File: src/hw/rtl/amtd_pkg.sv
`default_nettype none
package amtd_pkg;
  localparam logic [1:0] MODE_EDGE  = 2'd0;
  localparam logic [1:0] MODE_POLL  = 2'd1;
  localparam logic [1:0] MODE_CLEAR = 2'd2;

  localparam logic [0:0] REG_SAMPLES_PER_MS = 1'd0;
  localparam logic [0:0] REG_INITIAL_DIT    = 1'd1;

  localparam logic [9:0] SPMS_DEFAULT = 10'd48;
  localparam logic [7:0] DIT_DEFAULT  = 8'd60;
  localparam logic [7:0] DIT_MIN      = 8'd15;
  localparam logic [7:0] DIT_MAX      = 8'd240;
  localparam logic [6:0] CH_UNKNOWN   = 7'd63;
  localparam logic [6:0] CH_SPACE     = 7'd32;

  // Map a sentinel-prefixed code to ASCII, zero where no character exists
  function automatic logic [6:0] morse_char(input logic [5:0] code);
    logic [6:0] c;
    begin
      c = 7'd0;
      case (code)
        6'd2:  c = 7'h45; 6'd3:  c = 7'h54;
        6'd4:  c = 7'h49; 6'd5:  c = 7'h41; 6'd6:  c = 7'h4E; 6'd7:  c = 7'h4D;
        6'd8:  c = 7'h53; 6'd9:  c = 7'h55; 6'd10: c = 7'h52; 6'd11: c = 7'h57;
        6'd12: c = 7'h44; 6'd13: c = 7'h4B; 6'd14: c = 7'h47; 6'd15: c = 7'h4F;
        6'd16: c = 7'h48; 6'd17: c = 7'h56; 6'd18: c = 7'h46; 6'd20: c = 7'h4C;
        6'd22: c = 7'h50; 6'd23: c = 7'h4A; 6'd24: c = 7'h42; 6'd25: c = 7'h58;
        6'd26: c = 7'h43; 6'd27: c = 7'h59; 6'd28: c = 7'h5A; 6'd29: c = 7'h51;
        6'd32: c = 7'h35; 6'd33: c = 7'h34; 6'd35: c = 7'h33; 6'd39: c = 7'h32;
        6'd42: c = 7'h2B; 6'd47: c = 7'h31; 6'd48: c = 7'h36; 6'd49: c = 7'h3D;
        6'd50: c = 7'h2F; 6'd56: c = 7'h37; 6'd60: c = 7'h38; 6'd62: c = 7'h39;
        6'd63: c = 7'h30;
        default: c = 7'd0;
      endcase
      return c;
    end
  endfunction

  function automatic logic [7:0] clamp_dit(input logic [9:0] v);
    begin
      if (v < 10'(DIT_MIN)) return DIT_MIN;
      if (v > 10'(DIT_MAX)) return DIT_MAX;
      return v[7:0];
    end
  endfunction
endpackage
`default_nettype wire

File: src/hw/rtl/amtd_if.sv
`default_nettype none
interface amtd_in_if #(parameter int TIME_BITS = 32);
  logic                 valid;
  logic                 ready;
  logic [1:0]           mode;
  logic                 key_level;
  logic [TIME_BITS-1:0] sample_time;
  modport source (output valid, mode, key_level, sample_time, input ready);
  modport sink   (input valid, mode, key_level, sample_time, output ready);
endinterface

interface amtd_out_if;
  logic       valid;
  logic       ready;
  logic [6:0] char_code;
  logic       last;
  modport source (output valid, char_code, last, input ready);
  modport sink   (input valid, char_code, last, output ready);
endinterface

interface amtd_cfg_if;
  logic       valid;
  logic       ready;
  logic [0:0] index;
  logic [9:0] data;
  modport source (output valid, index, data, input ready);
  modport sink   (input valid, index, data, output ready);
endinterface
`default_nettype wire

File: src/hw/rtl/adaptive_morse_timing_decoder.sv
`default_nettype none
// Adaptive Morse timing decoder. Each request is a keying edge, poll tick or
// clear; it yields zero to two characters (decoded letter, '?' or word space),
// the final one flagged by last. Spans are converted to ms by one shared serial
// divider at one bit per cycle. Input ready is low while a request is at work:
// a clear, a repeated level, a falling edge or an ignored mode is only decided;
// a dropout that rejoins the held element takes one division; a rising edge or
// poll that only checks the gap takes one division and then hands out its
// results; and up to three divisions come before the results when a held
// element is settled first. Ready stays low while results stall. Registers
// are taken only while the block is idle; no clearing pass follows reset.
module adaptive_morse_timing_decoder
  import amtd_pkg::*;
#(
  parameter int TIME_BITS = 32
) (
  input  wire logic clk,
  input  wire logic rst,
  amtd_in_if.sink   in_ch,
  amtd_out_if.source out_ch,
  amtd_cfg_if.sink  cfg
);
  typedef enum logic [8:0] {
    S_IDLE   = 9'b000000001,
    S_DECIDE = 9'b000000010,
    S_DIV1   = 9'b000000100,
    S_USE1   = 9'b000001000,
    S_DIV2   = 9'b000010000,
    S_USE2   = 9'b000100000,
    S_GAP    = 9'b001000000,
    S_OUT    = 9'b010000000,
    S_ADAPT  = 9'b100000000
  } state_t;

  state_t state;
  logic [9:0]           spms;
  logic                 key_down, element_pending, char_finished, word_finished;
  logic [TIME_BITS-1:0] rise_time, fall_time, prise, pfall;
  logic [5:0]           code_bits;
  logic [7:0]           dit;
  // request latch
  logic [1:0]           mode;
  logic                 level;
  logic [TIME_BITS-1:0] t;
  // divider
  logic                 div_start, div_done;
  logic [TIME_BITS-1:0] div_a;
  logic [15:0]          q;
  logic [15:0]          dur;
  // results
  logic [6:0]           res0, res1;
  logic [1:0]           nres;
  logic                 ridx;

  amtd_div #(.TIME_BITS(TIME_BITS)) u_div (
    .clk(clk), .rst(rst), .start(div_start), .dividend(div_a),
    .divisor(spms), .done(div_done), .quotient(q)
  );

  assign in_ch.ready   = (state == S_IDLE);
  assign cfg.ready     = (state == S_IDLE);
  assign out_ch.valid  = (state == S_OUT) && (nres != 2'd0);
  assign out_ch.char_code = ridx ? res1 : res0;
  assign out_ch.last   = (2'(ridx) + 2'd1 == nres);

  logic [15:0] quarter, two_dit, five_dit, eight_dit;
  assign quarter   = 16'(dit[7:2]);
  assign two_dit   = {7'd0, dit, 1'b0};
  assign five_dit  = 16'(dit) * 16'd5;
  assign eight_dit = {5'd0, dit, 3'd0};

  // dit adaptation for element dur (dur <= 8*dit here)
  logic        dah;
  logic [21:0] third_prod;
  logic [11:0] est;
  logic [11:0] avg;
  logic [6:0]  gc_ch;
  assign dah = dur > two_dit;
  // dur/3 as (dur*683)>>11, exact for dur below 2048
  assign third_prod = 22'(dur[11:0]) * 22'd683;
  assign est = dah ? 12'(third_prod >> 11) : dur[11:0];
  assign avg = (est < 12'(dit)) ? 12'((13'(dit) + 13'(est)) >> 1)
                                : 12'((13'(dit) * 13'd7 + 13'(est)) >> 3);
  assign gc_ch = morse_char(code_bits);

  always_ff @(posedge clk) begin
    div_start <= 1'b0;
    if (rst) begin
      state <= S_IDLE;
      spms <= SPMS_DEFAULT;
      dit <= DIT_DEFAULT;
      key_down <= 1'b0; element_pending <= 1'b0;
      char_finished <= 1'b0; word_finished <= 1'b0;
      rise_time <= '0; fall_time <= '0; prise <= '0; pfall <= '0;
      code_bits <= 6'd1; nres <= '0; ridx <= 1'b0;
    end else begin
      // take register writes while idle
      if (cfg.valid && cfg.ready) begin
        if (cfg.index == REG_SAMPLES_PER_MS) spms <= cfg.data;
        else dit <= clamp_dit({2'd0, cfg.data[7:0]});
      end
      unique case (state)
        S_IDLE: if (in_ch.valid) begin
          mode <= in_ch.mode; level <= in_ch.key_level; t <= in_ch.sample_time;
          nres <= '0; ridx <= 1'b0; state <= S_DECIDE;
        end
        S_DECIDE: begin
          state <= S_IDLE;
          case (mode)
            MODE_EDGE: begin
              if (level == key_down) begin
                if (level) rise_time <= t; else fall_time <= t;
              end else if (!level) begin
                prise <= rise_time; pfall <= t;
                element_pending <= 1'b1; key_down <= 1'b0;
              end else if (element_pending) begin
                div_a <= t - pfall; div_start <= 1'b1; state <= S_DIV1;
              end else begin
                div_a <= t - fall_time; div_start <= 1'b1; state <= S_DIV2;
              end
            end
            MODE_POLL: if (!key_down) begin
              if (element_pending) begin
                div_a <= t - pfall; div_start <= 1'b1; state <= S_DIV1;
              end else begin
                div_a <= t - fall_time; div_start <= 1'b1; state <= S_DIV2;
              end
            end
            MODE_CLEAR: begin
              key_down <= 1'b0; rise_time <= t; fall_time <= t;
              element_pending <= 1'b0; code_bits <= 6'd1;
              char_finished <= 1'b0; word_finished <= 1'b0;
            end
            default: ;
          endcase
        end
        // gap since pending fall: dropout, or settle the element
        S_DIV1: if (div_done) begin
          if (q < quarter) begin
            if (mode == MODE_EDGE) begin
              rise_time <= prise; element_pending <= 1'b0; key_down <= 1'b1;
              state <= S_IDLE;
            end else begin
              state <= S_IDLE;
            end
          end else begin
            div_a <= pfall - prise; div_start <= 1'b1; state <= S_USE1;
          end
        end
        // element length ready
        S_USE1: if (div_done) begin
          dur <= q;
          element_pending <= 1'b0;
          if (q < quarter) begin
            state <= S_DIV2;
            div_a <= t - fall_time; div_start <= 1'b1;
          end else if (q > eight_dit) begin
            code_bits <= 6'd1; fall_time <= pfall;
            char_finished <= 1'b1; word_finished <= 1'b1;
            state <= S_DIV2;
            div_a <= t - pfall; div_start <= 1'b1;
          end else begin
            state <= S_ADAPT;
          end
        end
        S_ADAPT: begin
          dit <= clamp_dit(10'(avg));
          code_bits <= (code_bits < 6'd32) ? {code_bits[4:0], dah} : 6'd1;
          fall_time <= pfall; char_finished <= 1'b0; word_finished <= 1'b0;
          div_a <= t - pfall; div_start <= 1'b1; state <= S_DIV2;
        end
        S_DIV2: if (div_done) begin
          dur <= q; state <= S_GAP;
        end
        // character end, then word space
        S_GAP: begin
          state <= S_USE2;
          if (!char_finished && code_bits > 6'd1 && dur >= two_dit) begin
            res0 <= (gc_ch != 7'd0) ? gc_ch : CH_UNKNOWN;
            nres <= 2'd1; code_bits <= 6'd1; char_finished <= 1'b1;
          end
        end
        S_USE2: begin
          if (char_finished && !word_finished && dur >= five_dit) begin
            if (nres == 2'd0) res0 <= CH_SPACE; else res1 <= CH_SPACE;
            nres <= nres + 2'd1; word_finished <= 1'b1;
          end
          if (mode == MODE_EDGE) begin
            rise_time <= t; key_down <= 1'b1;
          end
          state <= S_OUT;
        end
        S_OUT: begin
          if (nres == 2'd0) state <= S_IDLE;
          else if (out_ch.ready) begin
            if (out_ch.last) state <= S_IDLE;
            ridx <= 1'b1;
          end
        end
        default: state <= S_IDLE;
      endcase
    end
  end

`ifndef NO_ASSERTIONS
  a_dit_range: assert property (@(posedge clk) disable iff (rst)
    dit >= DIT_MIN && dit <= DIT_MAX) else $error("dit out of range");
  a_no_in_busy: assert property (@(posedge clk) disable iff (rst)
    state != S_IDLE |-> !in_ch.ready) else $error("ready while busy");
  a_code_nonzero: assert property (@(posedge clk) disable iff (rst)
    code_bits != 6'd0) else $error("code lost sentinel");
  a_out_count: assert property (@(posedge clk) disable iff (rst)
    out_ch.valid |-> nres != 2'd3) else $error("too many results");
`endif
endmodule
`default_nettype wire

File: src/hw/rtl/amtd_div.sv
`default_nettype none
// Restoring divider, one quotient bit per cycle; quotient saturates to 16 bits
module amtd_div
  import amtd_pkg::*;
#(
  parameter int TIME_BITS = 32
) (
  input  wire logic                 clk,
  input  wire logic                 rst,
  input  wire logic                 start,
  input  wire logic [TIME_BITS-1:0] dividend,
  input  wire logic [9:0]           divisor,
  output logic                      done,
  output logic [15:0]               quotient
);
  localparam int CW = $clog2(TIME_BITS + 1);
  logic [TIME_BITS-1:0] num;
  logic [TIME_BITS-1:0] quo;
  logic [63:0]          quo_wide;
  logic [9:0]           rem;
  logic [9:0]           dvs;
  logic [CW-1:0]        cnt;
  logic                 busy;
  logic [10:0]          trial;

  assign trial = {rem, num[TIME_BITS-1]};
  // Saturate: callers only compare against values below 2^16
  assign quo_wide = 64'(quo);
  assign quotient = (quo_wide[63:16] != '0) ? 16'hFFFF : quo_wide[15:0];

  // Shift one dividend bit in per cycle
  always_ff @(posedge clk) begin
    done <= 1'b0;
    if (rst) begin
      busy <= 1'b0;
      cnt  <= '0;
    end else if (start) begin
      busy <= 1'b1;
      num  <= dividend;
      dvs  <= (divisor == 10'd0) ? SPMS_DEFAULT : divisor;
      rem  <= '0;
      quo  <= '0;
      cnt  <= CW'(TIME_BITS);
    end else if (busy) begin
      num <= {num[TIME_BITS-2:0], 1'b0};
      if (trial >= {1'b0, dvs}) begin
        rem <= 10'(trial - {1'b0, dvs});
        quo <= {quo[TIME_BITS-2:0], 1'b1};
      end else begin
        rem <= trial[9:0];
        quo <= {quo[TIME_BITS-2:0], 1'b0};
      end
      cnt <= cnt - CW'(1);
      if (cnt == CW'(1)) begin
        busy <= 1'b0;
        done <= 1'b1;
      end
    end
  end
endmodule
`default_nettype wire

File: src/flat_wrapper.sv
// flat-port wrapper written by rule: the top's interface ports become plain ports
module adaptive_morse_timing_decoder_flat import amtd_pkg::*;
#(
  parameter int TIME_BITS = 32
)
  (clk, rst, in_ch_valid, in_ch_mode, in_ch_key_level, in_ch_sample_time, in_ch_ready, out_ch_valid, out_ch_char_code, out_ch_last, out_ch_ready, cfg_valid, cfg_index, cfg_data, cfg_ready);
  amtd_in_if #(.TIME_BITS(TIME_BITS)) in_ch_i ();
  amtd_out_if out_ch_i ();
  amtd_cfg_if cfg_i ();
  input  wire logic clk;
  input  wire logic rst;
  input wire logic [$bits(in_ch_i.valid)-1:0] in_ch_valid;
  input wire logic [$bits(in_ch_i.mode)-1:0] in_ch_mode;
  input wire logic [$bits(in_ch_i.key_level)-1:0] in_ch_key_level;
  input wire logic [$bits(in_ch_i.sample_time)-1:0] in_ch_sample_time;
  output wire logic [$bits(in_ch_i.ready)-1:0] in_ch_ready;
  output wire logic [$bits(out_ch_i.valid)-1:0] out_ch_valid;
  output wire logic [$bits(out_ch_i.char_code)-1:0] out_ch_char_code;
  output wire logic [$bits(out_ch_i.last)-1:0] out_ch_last;
  input wire logic [$bits(out_ch_i.ready)-1:0] out_ch_ready;
  input wire logic [$bits(cfg_i.valid)-1:0] cfg_valid;
  input wire logic [$bits(cfg_i.index)-1:0] cfg_index;
  input wire logic [$bits(cfg_i.data)-1:0] cfg_data;
  output wire logic [$bits(cfg_i.ready)-1:0] cfg_ready;
  assign in_ch_i.valid = in_ch_valid;
  assign in_ch_i.mode = in_ch_mode;
  assign in_ch_i.key_level = in_ch_key_level;
  assign in_ch_i.sample_time = in_ch_sample_time;
  assign in_ch_ready = in_ch_i.ready;
  assign out_ch_valid = out_ch_i.valid;
  assign out_ch_char_code = out_ch_i.char_code;
  assign out_ch_last = out_ch_i.last;
  assign out_ch_i.ready = out_ch_ready;
  assign cfg_i.valid = cfg_valid;
  assign cfg_i.index = cfg_index;
  assign cfg_i.data = cfg_data;
  assign cfg_ready = cfg_i.ready;
  adaptive_morse_timing_decoder #(.TIME_BITS(TIME_BITS)) u_core (.clk(clk), .rst(rst), .in_ch(in_ch_i), .out_ch(out_ch_i), .cfg(cfg_i));
endmodule
File: config.mk
export PLATFORM = sky130hd
export DESIGN_NAME = adaptive_morse_timing_decoder_flat
export DESIGN_NICKNAME = d
export VERILOG_FILES = /design/src/hw/rtl/amtd_pkg.sv /design/src/hw/rtl/amtd_if.sv /design/src/hw/rtl/adaptive_morse_timing_decoder.sv /design/src/hw/rtl/amtd_div.sv /design/src/flat_wrapper.sv
export SDC_FILE = /design/constraint.sdc
export NUM_CORES = 1
export LEC_CHECK = 0
export ABC_CLOCK_PERIOD_IN_PS = 25000
export BUFFER_PORTS_ARGS = -buffer_cell sky130_fd_sc_hd__buf_2
export CAP_MARGIN = 20
export CORE_MARGIN = 2
export CORE_UTILIZATION = 50
export CTS_BUF_LIST = sky130_fd_sc_hd__clkbuf_2
export DETAILED_ROUTE_END_ITERATION = 10
export GPL_TIMING_DRIVEN = 0
export HOLD_SLACK_MARGIN = 0.02
export PLACE_DENSITY_LB_ADDON = 0.25
export SLEW_MARGIN = 20
export SYNTH_ARGS = -nofsm -noshare
export SYNTH_HDL_FRONTEND = slang
export SYNTH_SLANG_ARGS = --single-unit
File: constraint.sdc
create_clock -name clk -period 25 [get_ports clk]
set_input_delay 5 -clock clk [delete_from_list [all_inputs] [get_ports clk]]
set_output_delay 5 -clock clk [all_outputs]
set_load 0.02 [all_outputs]
==> metrics.yaml <==
worst_setup_path:
  rr_startpoint: "u_core.dur[7]$_DFFE_PP_"
  r2r_slack_ps: 16190
  worst_path_most_repeated_cell: "inv_1"
  critPathKind: "flip-flop to flip-flop"
  worstReg2RegEnd: "u_core.dit[2]$_SDFFE_PP1P_"
  crit_required_ps: 25950
  crit_path_max_fanout: 8
  slowest_delay_ps: 580
  reg2reg_depth: 33
  crit_arrival_ps: 9760
  startpoint_type: "flip-flop"
  cp_slowest_cell: "edfxtp_1"
  cp-end-kind: "flip-flop"
global_routing:
  gr-total-overflow: 0
  grt_max_degree: 28
  grtUsageTotal_pct: 26.6
  grt_pass1_vias: 21300
  antenna_found_initial: 1
  grt_pass1_wl_um: 112000
synthesis:
  synthFlopType: "dfxtp_1"
  synth_area_per_cell_um2: 8.86
  synthDominantCellAreaShare_pct: 20.6
  synth.area.top_cells: "edfxtp_1, dfxtp_1, ha_1, a21oi_1, nand2_1"
  ys_seq_area_share_pct: 35.2
  synth_seq_cells: 358
  synth_area_um2: 25300
  yosys_warnings: 0
  async_flop_share_pct: 0
  synth_nets: 3211
  synth.distinct_cells: 106
  syn-instance-count: 2855
  synth_top_cell_by_area: "edfxtp_1"
  synth_edf_count: 174
routing:
  dr_total_vias: 21900
  dr.pass1.iters: 6
  wire_per_inst_um: 18.7
  drt-initial-drc-count: 1834
  drt_wl_total_um: 70400
  drc_errors: 0
  antenna_left: 0
  viasPerCell: 5.80
die:
  die_x_um: 229
  dieArea_um2: 52400
  start_util_pct: 50.5
  core_region_area_um2: 50100
  io_pins: 62
  die_h_um: 229
  num_rows: 82
timing:
  maxSlewViolCount: 0
  hold_viol_final: 0
  fin_crit_sh_pct: 35.3
  max_slew_margin_pct: 25.9
  final-setup-viol-count: 0
  rsz0062_at_grt: "no"
  min_period_ps: 8810
  fin_ws_ps: 16190
  fmax_ghz: 0.113
  worst_pin_slew_ps: 1110
  fin_skew_ps: 124
  hold_ws_ps: 448
  setup_tns_ps: 0
clock_tree:
  ctsHoldBuffers: 0
  htreeDepth: 3
  clock_sinks: 358
  clk_path_buf_depth: 3
  postCtsSetupRepairBufs: 0
  path_clk_slew_ps: 100
  cts_tree: "yes"
  root_buffer: "clkbuf_2"
  post_cts_resized: 0
  clk_latency_ps: 1140
  cts-buffers-inserted: 94
worst_hold_path:
  worstHoldEndpoint: "u_core.prise[2]$_SDFFE_PP0P_"
  holdCritStartpoint: "u_core.rise_time[2]$_SDFFE_PP0P_"
  min_path_type: "flip-flop to flip-flop"
  whs_path_depth: 2
place:
  portBuffers: 60
  gp_congestion: 0.945
  dp.final_hpwl_um: 54000
  dp_cells: 3599
  pre_cts_ws_ps: 16340
cells_and_area:
  fillers: 4696
  mostFrequentLayoutCell: "nand2_1"
  areaGrowthSynthToFinish_pct: 8.78
  drive_gt1_share_pct: 11.6
  layout.cells.non_filler: 3774
  mostFrequentLayoutCells: "nand2_1, nor2_1, ha_1"
  nNetsFinal: 3379
power:
  p_total_uw: 1300
  vdd_ir_drop_max_v: 0.0000365
  leakage_uw: 0.0109
  power.density_nw_per_um2: 47.4
run:
  maxCapViolCount: 0
status:
  outcome: "finished, final reports clean"
[stage by stage]
stage | util, % | area (um^2)
finish | 55.0 | 27500
global route | 55.0 | 27500
CTS | 55.0 | 27500
detailed placement | 53.2 | 26600
global placement | 52.8 | 26400
floorplan | - | 25300
[cell type report]
type	instances	area (um^2)	share of cell area (%)
Clock buffer	147	736	2.67
Buffer	110	455	1.65
Clock inverter	27	159	0.577
Inverter	253	952	3.46
Timing Repair Buffer	72	442	1.60
Multi-Input combinational cell	2134	15000	54.6
Antenna cell	1	2.50	0.00909
Tap cell	672	841	3.05
Sequential cell	358	8910	32.4
[layer usage]
| metal | GRT usage (%) | part of all wire (%) |
|---|---|---|
| met4 | 9.29 | 2.6 |
| met5 | 0 | 0 |
| met3 | 3.87 | 7.2 |
| met1 | 36.6 | 45 |
| met2 | 42.7 | 45 |
[power breakdown]
| group | leakage [uW] | internal, uW | switching, uW |
|---|---|---|---|
| sequential | 0.00300 | 623 | 13.3 |
| combinational | 0.00723 | 101 | 140 |
| clock | 0.000694 | 169 | 257 |
[worst max-delay path: cells and delay by family (launching register included)]
kind            cells  cell delay (ps)
compound gates     14             3090
fa+ha+maj           8             3250
buf+inv             6              450
flops               1              580
simple gates        5             1320
[registers in the layout (all words and copies together) (netlist names), 2 cells and up]
register          flops
u_core.pfall         32
u_core.gc_ch          7
u_core.div_a         32
u_core.u_div.num     32
u_core.rise_time     32
u_core.state          9
u_core.u_div.dvs     10
u_core.spms          10
u_core.t             32
u_core.mode           2
u_core.res0           7
u_core.dur           16
u_core.dit            8
u_core.prise         32
u_core.u_div.rem     10
u_core.u_div.cnt      6
u_core.nres           2
u_core.code_bits      6
u_core.u_div.quo     32
u_core.fall_time     32
[synthesized netlist by cell type, types with 12 or more instances]
cell	number
nor3_1	32
inv_1	249
clkbuf_1	96
xnor2_1	68
nand4_1	18
o211ai_1	14
a31oi_1	22
o21ai_0	104
nand2_1	329
or2_2	31
nand2b_1	20
nor2_1	265
a211oi_1	48
mux2_2	39
o21a_1	23
a21o_1	61
nor2b_1	64
xor2_1	43
fa_1	49
dfxtp_1	184
or3_1	15
nor4_1	15
a22oi_1	12
o21bai_1	19
a311oi_1	33
a21oi_1	255
ha_1	256
o221ai_1	12
nand3_1	43
edfxtp_1	174
mux2i_1	23
and3_1	21
[kinds of logic after synthesis]
logic type | share of synthesized area, %
and+or+nand+nor | 17.1
AOI/OAI and AO/OA | 19.1
buffers and inverters | 5.56
DFF | 35.2
adders and majority gates | 16.5
xor gates and xnor gates | 3.84
muxes | 2.69
[worst max-delay path by stage]
stage | from | end | slack, ps | depth (start not counted)
CTS | u_core.dur[7]$_DFFE_PP_ | u_core.dit[2]$_SDFFE_PP1P_ | 16290 | 33
floorplan | rst | u_core.div_a[0]$_DFFE_PP_ | 13890 | 4
global placement | rst | u_core.div_a[20]$_DFFE_PP_ | 10730 | 4
detailed placement | u_core.dur[7]$_DFFE_PP_ | u_core.dit[2]$_SDFFE_PP1P_ | 16340 | 33
finish | u_core.dur[7]$_DFFE_PP_ | u_core.dit[2]$_SDFFE_PP1P_ | 16190 | 33
global route | u_core.dur[7]$_DFFE_PP_ | u_core.dit[2]$_SDFFE_PP1P_ | 15660 | 33
No activity file was read; power rests on OpenSTA's default activity.
